$ cat src/design/mm_ram.sv
// Generic simple dual-port RAM: one write port, one read port, registered read.
// No dependencies.
`default_nettype none
module mm_ram #(
    parameter int WIDTH = 32,
    parameter int DEPTH = 64
) (
    input  wire logic                     i_clk,
    input  wire logic                     i_we,
    input  wire logic [$clog2(DEPTH)-1:0] i_waddr,
    input  wire logic [WIDTH-1:0]         i_wdata,
    input  wire logic [$clog2(DEPTH)-1:0] i_raddr,
    output      logic [WIDTH-1:0]         o_rdata
);

    logic [WIDTH-1:0] r_mem [DEPTH];
    logic [WIDTH-1:0] r_rdata;

    always_ff @(posedge i_clk) begin
        if (i_we) begin
            r_mem[i_waddr] <= i_wdata;
        end
        r_rdata <= r_mem[i_raddr];
    end

    assign o_rdata = r_rdata;

endmodule
`default_nettype wire

$ cat config.mk
export PLATFORM = sky130hd
export DESIGN_NAME = mm_ram
export DESIGN_NICKNAME = d
export VERILOG_FILES = /design/src/design/mm_ram.sv
export SDC_FILE = /design/constraint.sdc
export NUM_CORES = 2
export LEC_CHECK = 0
export BUFFER_PORTS_ARGS = -buffer_cell sky130_fd_sc_hd__clkbuf_2
export CAP_MARGIN = 5
export CELL_PAD_IN_SITES_DETAIL_PLACEMENT = 1
export CELL_PAD_IN_SITES_GLOBAL_PLACEMENT = 1
export CORE_MARGIN = 3
export CORE_UTILIZATION = 26
export CTS_CLUSTER_SIZE = 30
export DETAILED_ROUTE_END_ITERATION = 6
export GPL_TIMING_DRIVEN = 1
export PLACE_DENSITY = 0.5
export RECOVER_POWER = 100
export SYNTH_ARGS = -nofsm -noshare
export SYNTH_HDL_FRONTEND = slang
export SYNTH_SLANG_ARGS = --single-unit
$ cat constraint.sdc
create_clock -name i_clk -period 4.2 [get_ports i_clk]
set_clock_uncertainty 0.1 [all_clocks]
set_input_delay 0 -clock i_clk [delete_from_list [all_inputs] [get_ports i_clk]]
set_output_delay 0 -clock i_clk [all_outputs]
set_load 0.02 [all_outputs]
==> results.tsv <==
metric	value	unit
Synth area leader	edfxtp_1	
Starting Density	26.1	%
post-synthesis compound-gate area fraction	1.67	%
Setup Total Neg Slack	0	ns
Post-Synth Adder-Cell Area	0	%
clock latency at the later pin of the worst-skew pair	0.86	ns
Num CTS Buffers	222	
largest net degree at the start of global routing	69	
clk slew on worst S/H paths	0.06	ns
initial antenna violation count	13	
die width	556	um
cells along the critical path	dlygate4sd3_1, clkbuf_1, nor2b_1, nand3_1, nor2_1, buf_12	
crit path capture type	flip-flop	
die area	0.309	mm^2
clk buf depth	3	
hold crit path type	in2reg	
syn nets	3370	
GRT Resource Usage Total	14.7	%
vias in the first global route	39681	
Die Ht	556	um
htree depth	4	
CTS tree	yes	
cells after synthesis	3324	
Final Wtd Congestion	0.741	
Arrival @ worst endpoint	3.90	ns
Cell Pwr Density	485	mW/mm^2
Placed Cells	7372	
I/O pin total	78	
syn_area_per_cell	23.6	um^2
failing checks	negative hold slack, max-capacitance violations, max-slew violations	
flops & latches, synth	2080	
DR iter-0 viols	3745	
main combinational cell family by area after synthesis	multiplexers	
Layout Utilization	30.9	%
synth unique cells	34	
routed vias	37038	
# DRC	0	
Slew headroom	-132	%
Lkg Pwr	28.2	nW
top-count cell post-synth	edfxtp_1	
FMAX	286	MHz
Place WS	0.584	ns
layout cells sized above 1	27.8	%
final number of max-transition violations	2728	
Async S/R FF share, synth	0	%
post-synthesis xor/xnor area fraction	0	%
vias per cell	4.73	
post-synthesis simple-gate area fraction	1.27	%
setup ws final	0.704	ns
status	finished with violations	
post-DP HPWL	132000	um
final net count	3725	
Power Total	44.9	mW
CP peak stage delay	1.84	ns
slowest cell on the critical path	nor2_1	
Sink Count	2080	
CP Max Fanout	21	
post-cts sizing count	0	
final hold slack	-0.0218	ns
drt pass-1 iters	6	
critical path class	in2reg	
Root Buffer	clkbuf_16	
Setup crit start kind	input pin	
number of synthesized flops with an enable pin	2048	
largest cells by area after synthesis	edfxtp_1, mux4_2, mux2i_1	
core area	0.300	mm^2
Worst Tran Pin Value	3.47	ns
final hold viol count	6	
data required time of the worst path	4.60	ns
antenna viol nets, final	0	
design area	0.0927	mm^2
Synth warnings	0	
Routed WL	230000	um
portion of netlist area occupied by mux cells	16.8	%
top cell type's share of synthesized area	78.3	%
# port buffers	77	
global route overflow	0	
period utilization	83.2	%
row count	201	
Post-Syn Area	0.0785	mm^2
Final Critical Period	3.50	ns
Max Cap Violations	68	
Peak VDD IR	0.429	mV
fin cells	7826	
Routed wire per std cell	29.4	um
Area growth syn-to-layout	18.0	%
commonest register cell after synthesis	edfxtp_1	
sequential area share after synthesis	79.1	%
most frequent cells after synthesis	edfxtp_1, mux4_2, nor2_1	
post-CTS setup buffer count	0	
first-pass GRT wire length	322000	um
RSZ-0062 raised after global routing	no	
Finish-stage setup viols	0	
DP Area	0.0856	mm^2
CTS Hold Bufs	41	
## cell usage in the layout, fill, tap and decap left out, types with 18 or more instances in the layout
master / count
a21oi_1: 62
buf_12: 45
buf_4: 69
bufinv_16: 18
clkbuf_1: 143
clkbuf_16: 225
clkbuf_2: 60
clkbuf_8: 21
clkinv_1: 50
clkinv_2: 28
dfxtp_1: 32
dlygate4sd3_1: 41
edfxtp_1: 2048
mux2i_1: 93
mux4_2: 544
nand2_1: 25
nor2_1: 104
nor2_4: 32
o221ai_1: 27
o22ai_1: 84
## worst paths after layout
path / from / to / slack [ns] / cells after the start
setup / recovery: i_waddr[0] / r_mem[30][15] / 0.70 / 6
hold / removal: i_waddr[3] / r_mem[63][21] / -0.02 / 3
setup reg to reg: r_mem[30][25] / o_rdata[25] / 1.64 / 4
hold reg to reg: r_mem[28][20] / o_rdata[20] / 0.66 / 4
## sequential cells by signal (all words and copies together), names as in the netlist
| register | cells |
|---|---|
| o_rdata | 32 |
| r_mem | 2048 |
## where the power goes
group	internal (mW)	switching, mW
sequential	23.0	0.103
clock	11.3	8.26
combinational	0.802	1.41
## area by class of cell
class / count / area, um^2
Tap cell: 3958 / 4950
Timing Repair Buffer: 313 / 2540
Antenna cell: 2 / 5.00
Clock buffer: 295 / 6100
Multi-Input combinational cell: 1062 / 15700
Clock inverter: 116 / 1180
Fill cell: 29921 / 208000
Sequential cell: 2080 / 62100
## cells by family (layout without fill, tap and decap cells)
family,after synthesis,count (layout)
flip-flops,2080,2080
AO/OA/AOI/OAI,202,202
other,0,2
multiplexers,637,637
buffers and inverters,182,724
AND/OR/NAND/NOR,223,223
## layer usage
metal	GRT usage, %	part of all wire [%]	up-vias
met1	20.6	45	20821
met2	24.3	49	923
met4	3.06	1.9	0
li1	-	-	15031
met5	0	0	-
met3	2.00	3.9	263
## worst max-delay path, delay by kind of cell
kind,cells,cell delay (ns)
AND/OR/NAND/NOR,3,2.66
buffers and inverters,3,1.15
Power figures use the tool's default switching activity.
