### src/design/mm_pkg.sv
// Shared constants, types and helpers for the fixed-point matrix multiplier.
// No dependencies; mm_if, mm_ctrl, mm_mac and the top level use this package.
`default_nettype none
package mm_pkg;

    localparam int MAX_DIM  = 8;
    localparam int FIELD_W  = 3;                       // row / col field width on the ports
    localparam int CNT_W    = (MAX_DIM > 1) ? $clog2(MAX_DIM) : 1;
    localparam int CFG_W    = 4;
    localparam int KIND_W   = 2;
    localparam int DATA_W   = 32;
    localparam int FRAC_W   = 16;
    localparam int DEPTH    = MAX_DIM * MAX_DIM;
    localparam int ADDR_W   = $clog2(DEPTH);
    localparam int PROD_W   = 2 * DATA_W;
    localparam int ACC_W    = PROD_W + $clog2(MAX_DIM) + 1;

    localparam logic [CFG_W-1:0]         CFG_RESET  = 4'd8;
    localparam logic signed [ACC_W-1:0]  ROUND_HALF = ACC_W'(1) << (FRAC_W - 1);
    localparam logic signed [DATA_W-1:0] SAT_MAX    = {1'b0, {(DATA_W - 1){1'b1}}};
    localparam logic signed [DATA_W-1:0] SAT_MIN    = {1'b1, {(DATA_W - 1){1'b0}}};

    typedef enum logic [KIND_W-1:0] {
        KIND_LOAD_A = 2'd0,
        KIND_LOAD_B = 2'd1,
        KIND_START  = 2'd2
    } t_kind;

    typedef enum logic [1:0] {
        CFG_A_ROWS = 2'd0,
        CFG_A_COLS = 2'd1,
        CFG_B_ROWS = 2'd2,
        CFG_B_COLS = 2'd3
    } t_cfg_reg;

    typedef enum logic [1:0] {
        ST_IDLE,
        ST_ISSUE,
        ST_DRAIN,
        ST_ERR
    } t_state;

    // One inner-product step travelling down the multiply pipeline
    typedef struct packed {
        logic             vld;
        logic             first;
        logic             lastk;
        logic             last;
        logic [CNT_W-1:0] row;
        logic [CNT_W-1:0] col;
    } t_tag;

    typedef struct packed {
        logic [CFG_W-1:0] rows;
        logic [CFG_W-1:0] inner;
        logic [CFG_W-1:0] cols;
    } t_dims;

    typedef struct packed {
        logic start;
        logic mismatch;
        logic out_free;
        logic res_done;
    } t_ctrl_req;

    typedef struct packed {
        logic ready;
        logic err_beat;
    } t_ctrl_stat;

    typedef struct packed {
        logic                     vld;
        logic                     last;
        logic [CNT_W-1:0]         row;
        logic [CNT_W-1:0]         col;
        logic signed [DATA_W-1:0] product;
    } t_res;

    // Zero counts as one, anything above the store size as the store size
    function automatic logic [CFG_W-1:0] eff_dim(input logic [CFG_W-1:0] v);
        if (v == '0) begin
            return CFG_W'(1);
        end else if (v > CFG_W'(MAX_DIM)) begin
            return CFG_W'(MAX_DIM);
        end
        return v;
    endfunction

endpackage
`default_nettype wire

### src/design/mm_mac.sv
// Multiply-accumulate pipeline: product register, wide exact accumulator,
// round-to-nearest and saturation to Q16.16. Depends on mm_pkg.
`default_nettype none
module mm_mac (
    input  wire logic                             i_clk,
    input  wire logic                             i_rst_n,
    input  wire mm_pkg::t_tag                     i_tag,
    input  wire logic signed [mm_pkg::DATA_W-1:0] i_a_data,
    input  wire logic signed [mm_pkg::DATA_W-1:0] i_b_data,
    output      mm_pkg::t_res                     o_res
);
    import mm_pkg::*;

    t_tag                     r_tag1, r_tag2, r_tag3;
    logic signed [PROD_W-1:0] r_prod;
    logic signed [ACC_W-1:0]  r_acc;
    logic signed [ACC_W-1:0]  w_rnd;
    logic [ACC_W-FRAC_W-DATA_W:0] w_hi;
    logic                     w_fits;

    always_ff @(posedge i_clk) begin
        if (!i_rst_n) begin
            r_tag1 <= '0;
            r_tag2 <= '0;
            r_tag3 <= '0;
        end else begin
            r_tag1 <= i_tag;
            r_tag2 <= r_tag1;
            r_tag3 <= r_tag2;
        end
    end

    // store data lines up with r_tag1; product lines up with r_tag2
    always_ff @(posedge i_clk) begin
        r_prod <= i_a_data * i_b_data;
        if (r_tag2.vld) begin
            r_acc <= (r_tag2.first ? ACC_W'(0) : r_acc) + ACC_W'(r_prod);
        end
    end

    assign w_rnd  = r_acc + ROUND_HALF;
    assign w_hi   = w_rnd[ACC_W-1:FRAC_W+DATA_W-1];
    assign w_fits = (&w_hi) || !(|w_hi);

    always_comb begin
        o_res.vld  = r_tag3.vld && r_tag3.lastk;
        o_res.last = r_tag3.last;
        o_res.row  = r_tag3.row;
        o_res.col  = r_tag3.col;
        if (w_fits) begin
            o_res.product = w_rnd[FRAC_W+DATA_W-1:FRAC_W];
        end else begin
            o_res.product = w_rnd[ACC_W-1] ? SAT_MIN : SAT_MAX;
        end
    end

endmodule
`default_nettype wire

### config.mk
export PLATFORM = sky130hd
export DESIGN_NAME = mm_mac
export DESIGN_NICKNAME = d
export VERILOG_FILES = /design/src/design/mm_pkg.sv /design/src/design/mm_mac.sv
export SDC_FILE = /design/constraint.sdc
export NUM_CORES = 2
export LEC_CHECK = 0
export BUFFER_PORTS_ARGS = -buffer_cell sky130_fd_sc_hd__buf_2
export CAP_MARGIN = 10
export CORE_ASPECT_RATIO = 0.8
export CORE_MARGIN = 5
export CORE_UTILIZATION = 35
export CTS_BUF_LIST = sky130_fd_sc_hd__clkbuf_4
export CTS_CLUSTER_SIZE = 16
export DETAILED_ROUTE_END_ITERATION = 16
export PLACE_DENSITY = 0.51
export SLEW_MARGIN = 25
export SYNTH_ARGS = -nofsm -noshare
export SYNTH_HDL_FRONTEND = slang
export SYNTH_SLANG_ARGS = --single-unit
### constraint.sdc
create_clock -name i_clk -period 8.85 [get_ports i_clk]
set_clock_uncertainty 0.15 [all_clocks]
set_input_delay 0.4425 -clock i_clk [delete_from_list [all_inputs] [get_ports i_clk]]
set_output_delay 0.4425 -clock i_clk [all_outputs]
set_load 0.05 [all_outputs]
==> run summary <==
Cell taking the most area after synthesis -> fa_1
Die ar. -> 138400 µm²
Vias -> 32520
Worst r2r dst -> r_acc[65]$_DFFE_PP_
RR Startpoint -> r_tag2[8]$_SDFF_PN0_
Status -> complete, no violations
Hold path startpoint -> i_rst_n
IO buf count -> 115
Rel. slew slack -> 0.4382
Period minus WS final -> 8.114 ns
Synth Register Bits -> 161
Initial drt markers -> 1786
Worst hold path class -> input pin to flop
Vias in the first global route -> 35810
Async S/R FF share, synth -> 0
Worst-skew pair later-pin latency -> 0.65 ns
Worst path max stage delay -> 0.56 ns
Yosys warning total -> 0
Share of cells above drive strength 1 -> 0.07324
Count of pins over their slew limit -> 0
Synthesized cell area -> 45850 µm²
Synth unique cells -> 75
First-pass GRT wire length -> 208.4 mm
Crit end category -> flop
Die Y -> 333.7 µm
# clock sinks -> 161
Final ANT Viol Nets -> 0
Floorplan core area -> 129800 µm²
Largest net degree at the start of global routing -> 69
Hold path cells -> 2
Synth Flop Type -> dfxtp_1
Starting density of the core -> 0.3533
Total CTS buffers -> 17
Synth area leaders -> fa_1 (47%), inv_1 (8.6%), and2_1 (7.2%)
Setup TNS -> 0 ns
CP most frequent cell -> fa_1
WP data arrival -> 8.49 ns
Routed wire length -> 126.8 mm
Row Count -> 118
Unrepaired setup endpoints after global routing -> no
Die Wd -> 414.7 µm
H-tree Lvls -> 4
GP Congestion -> 0.8415
Tcrit/Tclk final -> 0.9168
Crit path required time -> 9.22 ns
Worst Hold Path EP -> r_tag2[6]$_SDFF_PN0_
DRC -> 0
Final #Nets -> 6450
WL per Instance -> 18.66 µm
Root Buffer Master -> clkbuf_4
Max cap viols -> 0
Area share of the largest cell type after synthesis -> 0.4729
Initial antenna violation count -> 5
FILL cells -> 13170
Post-CTS Resized -> 0
Critical path class -> input pin to flop
Syn nets -> 6364
CTS tree -> built
Drt pass-1 iters -> 6
Global Route Usage Sum -> 0.1894
Grt ovf -> 0
EDFF count, synth -> 68
Count of final hold-check violations -> 0
P&R area growth vs syn -> 8.034%
Worst R2R Path Depth -> 17
Final setup viols -> 0
Buffers from clock root to sink, at most -> 2
Post-Syn Instances -> 4953
Startpoint Class -> input pin
Detailed placement HPWL -> 110.0 mm
Clk slew on worst S/H paths -> 0.17 ns
Setup slack, reg-to-reg -> 3.70 ns
I/O Pins -> 116
Slew @ Worst Pin -> 0.8427 ns
Register area share after synthesis -> 0.08514
Fmax -> 123.3 MHz
CP max FO -> 9
Slowest-stage cell, CP -> fa_1
Average size of a mapped cell -> 9.257 µm²
Vias/cell -> 4.785
layout by cell type (no fill, tap or decap), types with 59 or more instances in the layout:
cell type  count
and2_1       526
xnor2_1      109
buf_4        186
xor2_1        59
o21ai_0       69
buf_2        115
inv_1       1055
edfxtp_1      68
nor2b_1       81
fa_1        1083
a21o_1        78
nand2_1      608
ha_1         252
dfxtp_1       91
a21oi_1      166
nor2_1       108
cell families (layout without fill, tap and decap cells):
family,after synthesis,after routing,synth area share
mux,2,2,0.0004639
compound gates,475,475,0.06555
simple gates,1506,1506,0.1666
xor+xnor,168,168,0.03209
buf+inv,1306,1405,0.1085
fa+ha+maj,1335,1335,0.5416
flops,161,161,0.08514
other cells,0,4,0
registers in the layout, summed over array words and instances (netlist names):
register and count:
r_acc 68, r_prod 64, r_tag1 10, r_tag2 10, o_res 7, r_tag3 2
per-stage QoR:
step	cells	worst slack [ns]	instance area (µm²)	hold WS (ns)	util
2_1_floorplan	4953	1.008	45850	0.2619	-
5_1_grt	6794	0.3755	49530	0.05763	0.3816
3_3_place_gp	6750	0.03842	49130	0.2631	0.3785
3_5_place_dp	6750	0.03603	49130	0.2699	0.3785
4_1_cts	6792	0.7662	49520	0.01004	0.3816
6_report	6796	0.7365	49530	0.06928	0.3817
cells in the mapped netlist (7+ instances only):
cell type	n
o31ai_1	13
and2_1	526
xor2_1	59
ha_1	252
nand2_1	608
a21o_1	78
or2_2	8
o21a_1	23
clkbuf_1	235
dfxtp_1	93
inv_1	1055
nand3_1	39
nor2b_1	81
nor2_1	108
nand4_1	37
edfxtp_1	68
a21oi_1	166
xnor2_1	109
o21ai_0	69
nor4_1	12
a211oi_1	11
fa_1	1083
a31oi_1	31
nor3_1	14
nand2b_1	20
and3_1	24
o21bai_1	27
buf_4	7
routing by layer:
metal  track usage  wire [µm]  vias up
met1        0.2753      60890    16850
met4       0.02169       1253        2
li1              -          -    14960
met2        0.3148      59300      623
met3       0.02284       5356       80
met5             0          7        -
cell type report:
type | instances | area, µm² | share of cell area
multi-input combinational | 3486 | 36970 | 0.7464
clock buffer | 17 | 127.6 | 0.002576
sequential | 161 | 3906 | 0.07886
antenna | 4 | 10.01 | 0.0002021
inverter | 1055 | 3960 | 0.07995
timing repair buffer | 318 | 2212 | 0.04466
tap | 1740 | 2177 | 0.04395
clock inverter | 15 | 170.2 | 0.003435
worst max path at each step:
stage / slack [ns] / end / from
finish: 0.74 / r_prod[63]$_DFF_P_ / i_b_data[2]
global route: 0.38 / r_prod[62]$_DFF_P_ / i_b_data[9]
CTS: 0.77 / r_prod[63]$_DFF_P_ / i_b_data[2]
detailed placement: 0.04 / r_prod[63]$_DFF_P_ / i_b_data[2]
global placement: 0.04 / r_prod[63]$_DFF_P_ / i_b_data[2]
floorplan: 1.01 / r_prod[63]$_DFF_P_ / i_a_data[15]
worst max-delay path: cells and delay by family:
kind / cells / cell delay (ns)
adders and majority gates: 9 / 4.29
and+or+nand+nor: 3 / 0.82
AOI/OAI and AO/OA: 8 / 1.80
buffers and inverters: 8 / 1.01
xor gates and xnor gates: 1 / 0.12
timing repair:
| item | in CTS | in global routing |
|---|---|---|
| hold endpoints to repair | 10 | 0 |
| hold buffers | 10 | 0 |
| buffers inserted | 0 | 0 |
Power is not shown: default switching activity piles up to over one toggle a cycle in this logic, so the estimate is an artifact.
