### config.mk
export PLATFORM = sky130hd
export DESIGN_NAME = mm_ctrl
export DESIGN_NICKNAME = d
export VERILOG_FILES = /design/src/design/mm_pkg.sv /design/src/design/mm_ctrl.sv
export SDC_FILE = /design/constraint.sdc
export NUM_CORES = 1
export LEC_CHECK = 0
export ABC_AREA = 1
export BUFFER_PORTS_ARGS = -buffer_cell sky130_fd_sc_hd__buf_2
export CORE_MARGIN = 2
export CORE_UTILIZATION = 51
export DETAILED_ROUTE_END_ITERATION = 12
export PLACE_DENSITY_LB_ADDON = 0.15
export RECOVER_POWER = 100
export SETUP_SLACK_MARGIN = 0.4
export SKIP_LAST_GASP = 1
export SLEW_MARGIN = 20
export SYNTH_ARGS = -nofsm -noshare
export SYNTH_HDL_FRONTEND = slang
export SYNTH_SLANG_ARGS = --single-unit
### constraint.sdc
create_clock -name i_clk -period 3.81 [get_ports i_clk]
set_clock_uncertainty 0.2 [all_clocks]
set_input_delay 0.381 -clock i_clk [delete_from_list [all_inputs] [get_ports i_clk]]
set_output_delay 0.381 -clock i_clk [all_outputs]
set_load 0.005 [all_outputs]
### src/design/mm_pkg.sv
// Shared constants, types and helpers for the fixed-point matrix multiplier.
// No dependencies; mm_if, mm_ctrl, mm_mac and the top level use this package.
`default_nettype none
package mm_pkg;

    localparam int MAX_DIM  = 8;
    localparam int FIELD_W  = 3;                       // row / col field width on the ports
    localparam int CNT_W    = (MAX_DIM > 1) ? $clog2(MAX_DIM) : 1;
    localparam int CFG_W    = 4;
    localparam int KIND_W   = 2;
    localparam int DATA_W   = 32;
    localparam int FRAC_W   = 16;
    localparam int DEPTH    = MAX_DIM * MAX_DIM;
    localparam int ADDR_W   = $clog2(DEPTH);
    localparam int PROD_W   = 2 * DATA_W;
    localparam int ACC_W    = PROD_W + $clog2(MAX_DIM) + 1;

    localparam logic [CFG_W-1:0]         CFG_RESET  = 4'd8;
    localparam logic signed [ACC_W-1:0]  ROUND_HALF = ACC_W'(1) << (FRAC_W - 1);
    localparam logic signed [DATA_W-1:0] SAT_MAX    = {1'b0, {(DATA_W - 1){1'b1}}};
    localparam logic signed [DATA_W-1:0] SAT_MIN    = {1'b1, {(DATA_W - 1){1'b0}}};

    typedef enum logic [KIND_W-1:0] {
        KIND_LOAD_A = 2'd0,
        KIND_LOAD_B = 2'd1,
        KIND_START  = 2'd2
    } t_kind;

    typedef enum logic [1:0] {
        CFG_A_ROWS = 2'd0,
        CFG_A_COLS = 2'd1,
        CFG_B_ROWS = 2'd2,
        CFG_B_COLS = 2'd3
    } t_cfg_reg;

    typedef enum logic [1:0] {
        ST_IDLE,
        ST_ISSUE,
        ST_DRAIN,
        ST_ERR
    } t_state;

    // One inner-product step travelling down the multiply pipeline
    typedef struct packed {
        logic             vld;
        logic             first;
        logic             lastk;
        logic             last;
        logic [CNT_W-1:0] row;
        logic [CNT_W-1:0] col;
    } t_tag;

    typedef struct packed {
        logic [CFG_W-1:0] rows;
        logic [CFG_W-1:0] inner;
        logic [CFG_W-1:0] cols;
    } t_dims;

    typedef struct packed {
        logic start;
        logic mismatch;
        logic out_free;
        logic res_done;
    } t_ctrl_req;

    typedef struct packed {
        logic ready;
        logic err_beat;
    } t_ctrl_stat;

    typedef struct packed {
        logic                     vld;
        logic                     last;
        logic [CNT_W-1:0]         row;
        logic [CNT_W-1:0]         col;
        logic signed [DATA_W-1:0] product;
    } t_res;

    // Zero counts as one, anything above the store size as the store size
    function automatic logic [CFG_W-1:0] eff_dim(input logic [CFG_W-1:0] v);
        if (v == '0) begin
            return CFG_W'(1);
        end else if (v > CFG_W'(MAX_DIM)) begin
            return CFG_W'(MAX_DIM);
        end
        return v;
    endfunction

endpackage
`default_nettype wire

### src/design/mm_ctrl.sv
// Run sequencer: walks output rows, columns and the inner index, drives store reads.
// Depends on mm_pkg.
`default_nettype none
module mm_ctrl (
    input  wire logic                      i_clk,
    input  wire logic                      i_rst_n,
    input  wire mm_pkg::t_dims             i_dims,
    input  wire mm_pkg::t_ctrl_req         i_req,
    output      mm_pkg::t_tag              o_tag,
    output      logic [mm_pkg::ADDR_W-1:0] o_addr_a,
    output      logic [mm_pkg::ADDR_W-1:0] o_addr_b,
    output      mm_pkg::t_ctrl_stat        o_stat
);
    import mm_pkg::*;

    t_state           r_state, n_state;
    logic [CNT_W-1:0] r_i, n_i;
    logic [CNT_W-1:0] r_j, n_j;
    logic [CNT_W-1:0] r_k, n_k;
    logic             w_i_last, w_j_last, w_k_last;

    assign w_i_last = (CFG_W'(r_i) == i_dims.rows  - CFG_W'(1));
    assign w_j_last = (CFG_W'(r_j) == i_dims.cols  - CFG_W'(1));
    assign w_k_last = (CFG_W'(r_k) == i_dims.inner - CFG_W'(1));

    assign o_addr_a = ADDR_W'(r_i) * ADDR_W'(MAX_DIM) + ADDR_W'(r_k);
    assign o_addr_b = ADDR_W'(r_k) * ADDR_W'(MAX_DIM) + ADDR_W'(r_j);

    always_ff @(posedge i_clk) begin
        if (!i_rst_n) begin
            r_state <= ST_IDLE;
            r_i     <= '0;
            r_j     <= '0;
            r_k     <= '0;
        end else begin
            r_state <= n_state;
            r_i     <= n_i;
            r_j     <= n_j;
            r_k     <= n_k;
        end
    end

    always_comb begin
        n_state = r_state;
        n_i     = r_i;
        n_j     = r_j;
        n_k     = r_k;
        o_tag   = '0;
        o_stat  = '0;
        unique case (r_state)
            ST_IDLE: begin
                o_stat.ready = 1'b1;
                if (i_req.start) begin
                    n_i     = '0;
                    n_j     = '0;
                    n_k     = '0;
                    n_state = i_req.mismatch ? ST_ERR : ST_ISSUE;
                end
            end
            ST_ISSUE: begin
                // hold the first step until the output slot can take this element
                if (r_k != '0 || i_req.out_free) begin
                    o_tag.vld   = 1'b1;
                    o_tag.first = (r_k == '0);
                    o_tag.lastk = w_k_last;
                    o_tag.last  = w_i_last && w_j_last;
                    o_tag.row   = r_i;
                    o_tag.col   = r_j;
                    if (w_k_last) begin
                        n_k     = '0;
                        n_state = ST_DRAIN;
                    end else begin
                        n_k = r_k + 1'b1;
                    end
                end
            end
            ST_DRAIN: begin
                if (i_req.res_done) begin
                    if (w_i_last && w_j_last) begin
                        n_state = ST_IDLE;
                    end else begin
                        n_state = ST_ISSUE;
                        if (w_j_last) begin
                            n_j = '0;
                            n_i = r_i + 1'b1;
                        end else begin
                            n_j = r_j + 1'b1;
                        end
                    end
                end
            end
            ST_ERR: begin
                if (i_req.out_free) begin
                    o_stat.err_beat = 1'b1;
                    n_state         = ST_IDLE;
                end
            end
            default: begin
                n_state = ST_IDLE;
            end
        endcase
    end

endmodule
`default_nettype wire

==> results of run 1 <==
routing by layer:
| metal | wire length (um) | global-route usage | vias to the layer above |
|---|---|---|---|
| met5 | 0 | 0 | - |
| met4 | 46 | 0.08571 | 0 |
| met3 | 96 | 0.02147 | 5 |
| met2 | 1138 | 0.3604 | 25 |
| met1 | 1173 | 0.2707 | 521 |
| li1 | - | - | 627 |
power by group through the flow:
stage / Clock, mW / Sequential [mW] / Combinational (mW)
2_1_floorplan: 0 / 0.224 / 0.364
3_3_place_gp: 0 / 0.227 / 0.481
3_5_place_dp: 0 / 0.230 / 0.492
4_1_cts: 0.0870 / 0.228 / 0.497
5_1_grt: 0.0909 / 0.237 / 0.552
6_report: 0.0851 / 0.229 / 0.472
layout make-up:
class,instances,area (um^2)
multi-input cells,127,636.9
fillers,214,688.2
clock inverters,1,5.005
well taps,27,33.78
repair buffers,41,192.7
inverters,38,142.6
flip-flops and latches,11,220.2
clock buffers,3,22.52
registers in the layout, indices dropped and copies added, names as in the netlist:
| name | flops |
|---|---|
| r_i | 3 |
| r_j | 3 |
| r_k | 3 |
| r_state | 2 |
how the worst min path moves through the flow:
stage	start	slack, ns	cells past startpoint	end
2_1_floorplan	r_state[0]$_SDFFE_PN0P_	0.28	2	r_state[0]$_SDFFE_PN0P_
3_3_place_gp	r_k[0]$_SDFFE_PN0P_	0.31	2	r_k[0]$_SDFFE_PN0P_
3_5_place_dp	r_state[0]$_SDFFE_PN0P_	0.32	2	r_state[0]$_SDFFE_PN0P_
4_1_cts	i_rst_n	0.19	3	r_i[0]$_SDFFE_PN0P_
5_1_grt	i_rst_n	0.20	3	r_i[0]$_SDFFE_PN0P_
6_report	i_rst_n	0.19	3	r_i[1]$_SDFFE_PN0P_
cell usage after synthesis:
cell type  number
xor2_1          2
nor2_4          1
a21oi_1         5
xnor2_1         5
nand3_1        11
inv_2           3
buf_4           3
nor3_1          4
o221ai_1        1
nor4_1          1
a21oi_2         1
nor2_2          1
nand4_2         1
nand3b_1        1
or2_2           1
nand2_2         1
o21ai_0         1
inv_1          35
nand4_1         2
nand3_2         2
dfxtp_1        11
nand2_1        50
ha_1            7
nor2_1         29
critical path: stages, from the launching register on:
cell and delay (ns):
dfxtp_1 0.43, inv_1 0.11, ha_1 0.24, nand3_1 0.09, nand2_1 0.20, nor4_1 0.37
clkbuf_1 0.15
cells by family (layout without fill, tap and decap cells):
kind of cell,after synthesis,in the layout,synth area share
xor+xnor,7,7,0.05882
buf+inv,41,83,0.1585
fa+ha+maj,7,7,0.08403
flops,11,11,0.2113
compound gates,8,8,0.04561
simple gates,105,105,0.4418
metrics by stage:
stage / worst slack [ns] / power, mW / std cells / hold slack [ns] / cell area, um^2
floorplan: 1.967 / 0.5889 / 179 / 0.2847 / 1042
global placement: 1.688 / 0.7082 / 244 / 0.3084 / 1259
detailed placement: 1.662 / 0.7225 / 244 / 0.3153 / 1259
CTS: 1.385 / 0.8112 / 248 / 0.1900 / 1286
global route: 1.289 / 0.8794 / 248 / 0.1972 / 1254
finish: 1.364 / 0.7860 / 248 / 0.1862 / 1254
==> reports/results.tsv, run 1 <==
stage	metric	value	unit
critical_path	Worst R2R Start	r_state[1]$_SDFFE_PN0P_	
clock_network	clk buf depth	2	
detailed_routing	DRT antenna net count	0	
critical_path	CP arrival	1.86	ns
power_and_ir_drop	switching portion of total power	0.5098	
power_and_ir_drop	maximum vdd ir drop	0.4912	mV
detailed_routing	Vias	1178	
yosys	post-synth top area share	0.2113	
flow_run	maxcap violations	0	
timing	FMAX	0.4088	GHz
clock_network	hold_buf cts	0	
timing	fin. max-slew vios	0	
die	core area	1942	um^2
critical_path	Crit path required time	3.23	ns
clock_network	Setup Buffers After CTS	0	
yosys	Synth warnings	0	
clock_network	CTS tree	yes	
yosys	Synth Cell Area	1042	um^2
power_and_ir_drop	PwrDens	626.9	nW/um^2
detailed_routing	initial DRC count	18	
yosys	flops & latches, synth	11	
global_route	largest net degree at the start of global routing	10	
placement	Buffers on Ports	41	
cells_and_area	diode count	0	
cells_and_area	commonest cells after routing, fill and taps aside	nand2_1, inv_1, nor2_1, buf_2, nand3_1	
power_and_ir_drop	Flop pwr share	0.291	
yosys	Mapped Nets	204	
die	initial core utilization	0.5367	
timing	final setup violation count	0	
detailed_routing	wirelength, routed	2455	um
die	row cnt	16	
clock_network	clock root buffer	clkbuf_4	
power_and_ir_drop	Gate power share	0.601	
detailed_routing	first drt pass iteration count	4	
clock_network	Reg clk slew, reported paths	0.08	ns
run_status	run status	finished clean	
power_and_ir_drop	Sw Pwr	0.4007	mW
critical_path	Critical Path Sink Type	primary output	
timing	final worst-path cycle share	0.6420	
die	# IOs	42	
clock_network	# H-tree levels	1	
yosys	Cell variety after synth	24	
yosys	Seq/Total Area, Yosys	0.2113	
cells_and_area	most common cell after layout, fill and taps aside	nand2_1	
global_route	global-route wire length before repair	4091	um
power_and_ir_drop	Leakage	0.7241	nW
cells_and_area	share of cells above drive strength 1	0.1810	
cells_and_area	Layout Nets	247	
clock_network	CTS Sinks	11	
cells_and_area	synthesis-to-finish area growth	20.29	%
yosys	leading post-synthesis cells by cell area	dfxtp_1, nand2_1, inv_1	
critical_path	CP Max Fanout	9	
timing	unrepaired setup endpoints after global routing	no	
detailed_routing	drc violations	0	
placement	dpl hpwl	1990	um
yosys	Syn Inst Count	179	
critical_path	crit start category	register	
global_route	grt ovf	0	
global_route	vias in the first global route	985	
hold_path	min-delay worst type	input port to register	
timing	setup_tns	0	ns
critical_path	crit path launch	r_k[0]$_SDFFE_PN0P_	
critical_path	RR Endpoint	r_j[0]$_SDFFE_PN0P_	
die	die height	49.21	um
critical_path	R2R Setup Slk	2.01	ns
timing	Tightest Pin Transition	0.3228	ns
detailed_routing	WL per Instance	9.899	um
clock_network	worst skew pair latency	0.29	ns
global_route	Total GRT Usage	0.2117	
critical_path	CP Class	register to primary output	
power_and_ir_drop	Clk pwr share	0.108	
timing	Slew HR	0.7843	
die	die area	2421	um^2
cells_and_area	Util after Layout	0.6456	
global_route	initial antenna violation count	0	
yosys	most area-hungry cell type in the Yosys netlist	dfxtp_1	
yosys	Mapped Avg Cell Area	5.823	um^2
detailed_routing	Vias/cell	4.750	
clock_network	CTS resizes	0	
timing	Period minus WS final	2.446	ns
power_and_ir_drop	P_int	0.3853	mW
critical_path	crit path to	o_tag[6]	
clock_network	TritonCTS buffer count	3	
die	Die W	49.21	um
placement	routability congestion estimate	0.8331	
critical_path	Reg2Reg Depth	8	
timing	final number of hold-violating endpoints	0	
Power figures use the tool's default switching activity.
==> inputs of run 2 (changes only) <==
--- a/config.mk
+++ b/config.mk
@@ -5,10 +5,10 @@
 export SDC_FILE = /design/constraint.sdc
 export NUM_CORES = 1
 export LEC_CHECK = 0
-export ABC_AREA = 1
+export ABC_AREA = 0
 export BUFFER_PORTS_ARGS = -buffer_cell sky130_fd_sc_hd__buf_2
 export CORE_MARGIN = 2
-export CORE_UTILIZATION = 51
+export CORE_UTILIZATION = 43
 export DETAILED_ROUTE_END_ITERATION = 12
 export PLACE_DENSITY_LB_ADDON = 0.15
 export RECOVER_POWER = 100
==> constraint.sdc (replaced) <==
create_clock -name i_clk -period 2 [get_ports i_clk]
set_clock_uncertainty 0.2 [all_clocks]
set_input_delay 0.2 -clock i_clk [delete_from_list [all_inputs] [get_ports i_clk]]
set_output_delay 0.2 -clock i_clk [all_outputs]
set_load 0.005 [all_outputs]
==> run 2 against run 1 <==
  * Clock power grew 94%
  * Highest routed layer unchanged
  * Cell area increased by 29%
  * Setup slack worse by 1.3 ns
  * Sequential power about the same
  * Critical endpoint unchanged
  * Area after synthesis is 2.0% lower
==> reports/results.tsv, run 2 <==
stage	metric	value	unit
detailed_routing	DRT antenna net count	0	
yosys	Mapped Nets	149	
global_route	largest net degree at the start of global routing	13	
die	initial core utilization	0.4571	
clock_network	clk buf depth	2	
timing	FMAX	0.5134	GHz
critical_path	CP arrival	1.55	ns
power_and_ir_drop	Flop pwr share	0.357	
yosys	count leader, synth	inv_1	
clock_network	# H-tree levels	1	
yosys	Synth warnings	0	
yosys	flops & latches, synth	11	
flow_run	maxcap violations	0	
critical_path	worst stage delay on the critical path	0.50	ns
power_and_ir_drop	Sw Pwr	0.2217	mW
timing	setup_tns	0	ns
placement	worst slack, placed	0.01052	ns
timing	Worst Slack Setup Final	0.05216	ns
timing	Tightest Pin Transition	0.4745	ns
die	die area	2780	um^2
critical_path	Top delay family on crit path	flip-flops	
cells_and_area	share of cells above drive strength 1	0.5556	
cells_and_area	Layout Nets	206	
clock_network	worst skew pair latency	0.28	ns
timing	final worst-path cycle share	0.9739	
timing	Period minus WS final	1.948	ns
power_and_ir_drop	Gate power share	0.388	
yosys	asr flop ratio synth	0	
power_and_ir_drop	maximum vdd ir drop	0.4308	mV
yosys	leading post-synthesis cells by cell area	dfxtp_1, ha_1, xnor2_1	
die	die height	52.73	um
yosys	Syn Inst Count	124	
critical_path	Slowest-stage cell, CP	dfxtp_1	
clock_network	CTS Sinks	11	
clock_network	hold_buf cts	0	
timing	fin. max-slew vios	0	
placement	routability congestion estimate	0.7698	
yosys	most instantiated cells after synthesis	inv_1, dfxtp_1, o21ai_0	
hold_path	min-delay worst type	input port to register	
cells_and_area	area of the multi-input gates	920.9	um^2
die	Die W	52.73	um
global_route	vias in the first global route	1001	
global_route	global-route wire length before repair	4360	um
cells_and_area	commonest cells after routing, fill and taps aside	buf_2, buf_4, o21ai_0, dfxtp_1, nand2_1	
detailed_routing	wirelength, routed	2985	um
cells_and_area	fillers	186	
timing	Slew HR	0.6837	
global_route	Total GRT Usage	0.2152	
timing	unrepaired setup endpoints after global routing	yes	
detailed_routing	Vias	1128	
hold_path	Worst Hold Depth	2	
cells_and_area	synthesis-to-finish area growth	58.09	%
detailed_routing	initial DRC count	20	
timing	final setup violation count	0	
yosys	Primary FF master, synth	dfxtp_1	
die	# IOs	42	
critical_path	CP Class	register to primary output	
cells_and_area	Largest regs	r_i x3, r_j x3, r_k x3	
critical_path	stages on the worst setup path	6	
critical_path	Crit path required time	1.60	ns
clock_network	CTS tree	yes	
detailed_routing	Vias/cell	5.423	
critical_path	Critical Path Sink Type	primary output	
critical_path	Worst Path Buf+Inv	2	
yosys	Synth Cell Area	1021	um^2
power_and_ir_drop	P_int	0.4255	mW
power_and_ir_drop	Leakage	0.7502	nW
detailed_routing	drc violations	0	
global_route	grt ovf	0	
clock_network	Reg clk slew, reported paths	0.09	ns
power_and_ir_drop	Clk pwr share	0.255	
die	row cnt	17	
yosys	post-synth top area share	0.2157	
placement	dpl hpwl	1883	um
yosys	EDFF count, synth	0	
power_and_ir_drop	switching portion of total power	0.3425	
cells_and_area	most common cell after layout, fill and taps aside	buf_2	
cells_and_area	diode count	0	
global_route	initial antenna violation count	0	
power_and_ir_drop	total power	0.6472	mW
detailed_routing	first drt pass iteration count	4	
die	core area	2233	um^2
yosys	Seq/Total Area, Yosys	0.2157	
cells_and_area	FF+latch area	226.5	um^2
detailed_routing	WL per Instance	14.35	um
clock_network	TritonCTS buffer count	3	
timing	final number of hold-violating endpoints	0	
clock_network	clock root buffer	clkbuf_4	
timing	Worst Hold Slack	0.05000	ns
power_and_ir_drop	PwrDens	401.0	nW/um^2
run_status	run status	finished clean	
critical_path	CP cell instances	inv_2 > ha_4 > nand2b_4 > o21a_4 > and3_1 > buf_2	
placement	Buffers on Ports	41	
yosys	Cell variety after synth	45	
yosys	Mapped Avg Cell Area	8.234	um^2
critical_path	CP Max Fanout	5	
yosys	most area-hungry cell type in the Yosys netlist	dfxtp_1	
critical_path	crit start category	register	
critical_path	Reg2Reg Depth	7	
run 2: kinds of logic (layout without fill, tap and decap cells):
family / after synthesis / count (layout) / synth area share
flops: 11 / 11 / 0.2157
buf+inv: 19 / 74 / 0.09314
mux: 3 / 3 / 0.03186
fa+ha+maj: 7 / 7 / 0.08578
xor+xnor: 11 / 11 / 0.09436
simple gates: 45 / 45 / 0.2929
compound gates: 28 / 29 / 0.1863
run 2: what timing repair did:
action,4_1_cts,5_1_grt
gates resized for setup,21,16
pin swaps,14,8
endpoints found under the setup margin,21,21
gates cloned,1,0
hold endpoints to repair,0,0
buffers inserted,12,1
run 2: path summary, 6_finish.rpt:
check	slack, ns	from	to
worst max-delay path	0.05	r_k[1]$_SDFFE_PN0P_	o_tag[6]
worst min-delay path	0.05	i_rst_n	r_i[2]$_SDFFE_PN0P_
worst max register to register	0.09	r_i[2]$_SDFFE_PN0P_	r_i[1]$_SDFFE_PN0P_
worst min register to register	0.35	r_j[0]$_SDFFE_PN0P_	r_j[0]$_SDFFE_PN0P_
run 2: power by group through the flow:
stage / registers [mW] / clock network, mW / logic (mW)
after global placement: 0.235 / 0 / 0.172
after global routing: 0.231 / 0.173 / 0.271
after detailed placement: 0.235 / 0 / 0.177
after CTS: 0.226 / 0.164 / 0.222
after floorplan: 0.234 / 0 / 0.124
final: 0.231 / 0.165 / 0.251
run 2: cell type report:
class | count | share of cell area
clock buffer | 3 | 0.01395
inverter | 13 | 0.03488
clock inverter | 1 | 0.003101
sequential | 11 | 0.1403
multi-input combinational | 95 | 0.5705
tap | 28 | 0.02171
timing repair buffer | 57 | 0.2155
run 2: metrics by stage:
stage               area [um^2]  std cells    util
floorplan                  1111        124       -
global placement           1328        190  0.5944
detailed placement         1328        190  0.5944
CTS                        1536        207  0.6880
global route               1614        208  0.7227
finish                     1614        208  0.7227
run 2: per-layer routing:
metal / track usage / vias to the layer above / share of wire
met5: 0 / - / 0
met2: 0.4083 / 41 / 0.51
met3: 0.02286 / 10 / 0.048
met1: 0.2378 / 532 / 0.40
li1: - / 545 / -
met4: 0.08974 / 0 / 0.036
==> inputs of run 3 (changes only) <==
--- a/config.mk
+++ b/config.mk
@@ -12,6 +12,7 @@
 export DETAILED_ROUTE_END_ITERATION = 12
 export PLACE_DENSITY_LB_ADDON = 0.15
 export RECOVER_POWER = 100
+export REMOVE_ABC_BUFFERS = 1
 export SETUP_SLACK_MARGIN = 0.4
 export SKIP_LAST_GASP = 1
 export SLEW_MARGIN = 20
==> run 3 against run 2 <==
  * Core utilization decreased by 0.73 points
  * Total power is 2.8% lower
  * Sequential power about the same
  * Worst hold slack worse by 0.0018 ns
  * Clock-buffer cell count unchanged
==> reports/results.tsv, run 3 (synthesis results as in run 2) <==
stage	metric	value	unit
clock_network	CTS tree	yes	
critical_path	Worst Path Buf+Inv	3	
power_and_ir_drop	maximum vdd ir drop	0.4810	mV
power_and_ir_drop	Leakage	0.7766	nW
critical_path	crit start category	register	
global_route	global-route wire length before repair	4540	um
critical_path	CP Class	register to primary output	
die	Die W	52.73	um
placement	Buffers on Ports	41	
placement	dpl hpwl	2001	um
placement	Placed Cells incl. Taps	196	
timing	final worst-path cycle share	0.9820	
timing	final number of hold-violating endpoints	0	
die	initial core utilization	0.4571	
cells_and_area	design area	1598	um^2
cells_and_area	Layout Nets	210	
timing	fin. max-slew vios	0	
critical_path	CP arrival	1.56	ns
clock_network	CTS Sinks	11	
die	die height	52.73	um
clock_network	clk buf depth	2	
placement	worst slack, placed	-0.03655	ns
placement	routability congestion estimate	0.7597	
critical_path	Top delay family on crit path	flip-flops	
cells_and_area	share of cells above drive strength 1	0.5217	
timing	FMAX	0.5092	GHz
cells_and_area	Util after Layout	0.7154	
die	die area	2780	um^2
critical_path	CP cell instances	inv_1 > ha_1 > nand2b_1 > o21a_2 > buf_6 > and3_4 > buf_6	
power_and_ir_drop	PwrDens	393.7	nW/um^2
die	row cnt	17	
timing	unrepaired setup endpoints after global routing	yes	
global_route	grt ovf	0	
timing	Worst Slack Setup Final	0.03601	ns
cells_and_area	Largest regs	r_i x3, r_j x3, r_k x3	
hold_path	min-delay worst type	input port to register	
critical_path	stages on the worst setup path	7	
critical_path	crit path to	o_tag[6]	
timing	setup_tns	0	ns
placement	placed inst area	1282	um^2
global_route	initial antenna violation count	0	
cells_and_area	final std cells w/o fill	212	
critical_path	CP Max Fanout	9	
timing	Worst Hold Slack	0.04824	ns
cells_and_area	most common cell after layout, fill and taps aside	buf_2	
cells_and_area	diode count	0	
detailed_routing	initial DRC count	19	
critical_path	crit path launch	r_k[1]$_SDFFE_PN0P_	
critical_path	Slowest-stage cell, CP	dfxtp_1	
clock_network	Reg clk slew, reported paths	0.08	ns
power_and_ir_drop	total power	0.6290	mW
run_status	run status	finished clean	
critical_path	Critical Path Sink Type	primary output	
global_route	Total GRT Usage	0.2195	
clock_network	hold_buf cts	0	
detailed_routing	WL per Instance	13.61	um
critical_path	Worst R2R Start	r_i[2]$_SDFFE_PN0P_	
critical_path	RR Endpoint	r_i[0]$_SDFFE_PN0P_	
timing	Tightest Pin Transition	0.3590	ns
global_route	vias in the first global route	1053	
clock_network	TritonCTS buffer count	3	
critical_path	Crit path required time	1.60	ns
critical_path	CP dominant cell by count	buf_6	
clock_network	clock root buffer	clkbuf_4	
flow_run	maxcap violations	0	
detailed_routing	drc violations	0	
detailed_routing	first drt pass iteration count	4	
critical_path	worst stage delay on the critical path	0.32	ns
global_route	largest net degree at the start of global routing	13	
detailed_routing	wirelength, routed	2886	um
cells_and_area	commonest cells after routing, fill and taps aside	buf_2, buf_4, inv_1, dfxtp_1	
timing	Slew HR	0.7590	
timing	final setup violation count	0	
die	# IOs	42	
detailed_routing	Vias/cell	5.344	
detailed_routing	DRT antenna net count	0	
clock_network	worst skew pair latency	0.28	ns
timing	Period minus WS final	1.964	ns
clock_network	# H-tree levels	1	
critical_path	R2R Setup Slk	0.11	ns
die	core area	2233	um^2
critical_path	Reg2Reg Depth	7	
cells_and_area	synthesis-to-finish area growth	56.49	%
detailed_routing	Vias	1133	
-- run 3: metal layers --
metal	global-route usage	routed length, um	vias to the layer above
li1	-	-	557
met1	0.2466	1229	546
met2	0.4167	1522	28
met3	0.05143	120	2
met4	0.03846	13	0
met5	0	0	-
-- run 3: worst min path at each step --
stage / start / end / slack [ns] / cells past startpoint
2_1_floorplan: i_rst_n / r_i[2]$_SDFFE_PN0P_ / 0.12 / 1
3_3_place_gp: r_j[1]$_SDFFE_PN0P_ / r_j[1]$_SDFFE_PN0P_ / 0.32 / 2
3_5_place_dp: r_j[1]$_SDFFE_PN0P_ / r_j[1]$_SDFFE_PN0P_ / 0.33 / 2
4_1_cts: i_rst_n / r_i[2]$_SDFFE_PN0P_ / 0.04 / 2
5_1_grt: i_rst_n / r_i[2]$_SDFFE_PN0P_ / 0.05 / 2
6_report: i_rst_n / r_i[2]$_SDFFE_PN0P_ / 0.05 / 2
-- run 3: what timing repair did --
item,in CTS,in global routing
endpoints found under the setup margin,21,21
buffers inserted,9,3
pin swaps,12,14
gates resized for setup,30,25
-- run 3: layout make-up --
| type | instances | area, um^2 |
|---|---|---|
| multi-input cells | 94 | 874.6 |
| fillers | 176 | 635.6 |
| repair buffers | 62 | 386.6 |
| flip-flops and latches | 11 | 225.2 |
| inverters | 13 | 48.80 |
| well taps | 28 | 35.03 |
| clock buffers | 3 | 22.52 |
| clock inverters | 1 | 5.005 |
-- run 3: worst register-to-register path, cell delays in order (launching register included) --
cell     delay [ns]
dfxtp_4        0.37
xor2_4         0.16
nor4b_4        0.30
o21a_1         0.17
buf_4          0.14
nor2_4         0.04
and3_4         0.16
mux2_2         0.25
-- run 3: power breakdown --
part	switching (mW)	internal (mW)	leakage [nW]
Combinational	0.118	0.124	0.669
Clock	0.0839	0.0742	0.0177
Sequential	0.00570	0.224	0.0902
Total	0.208	0.422	0.777
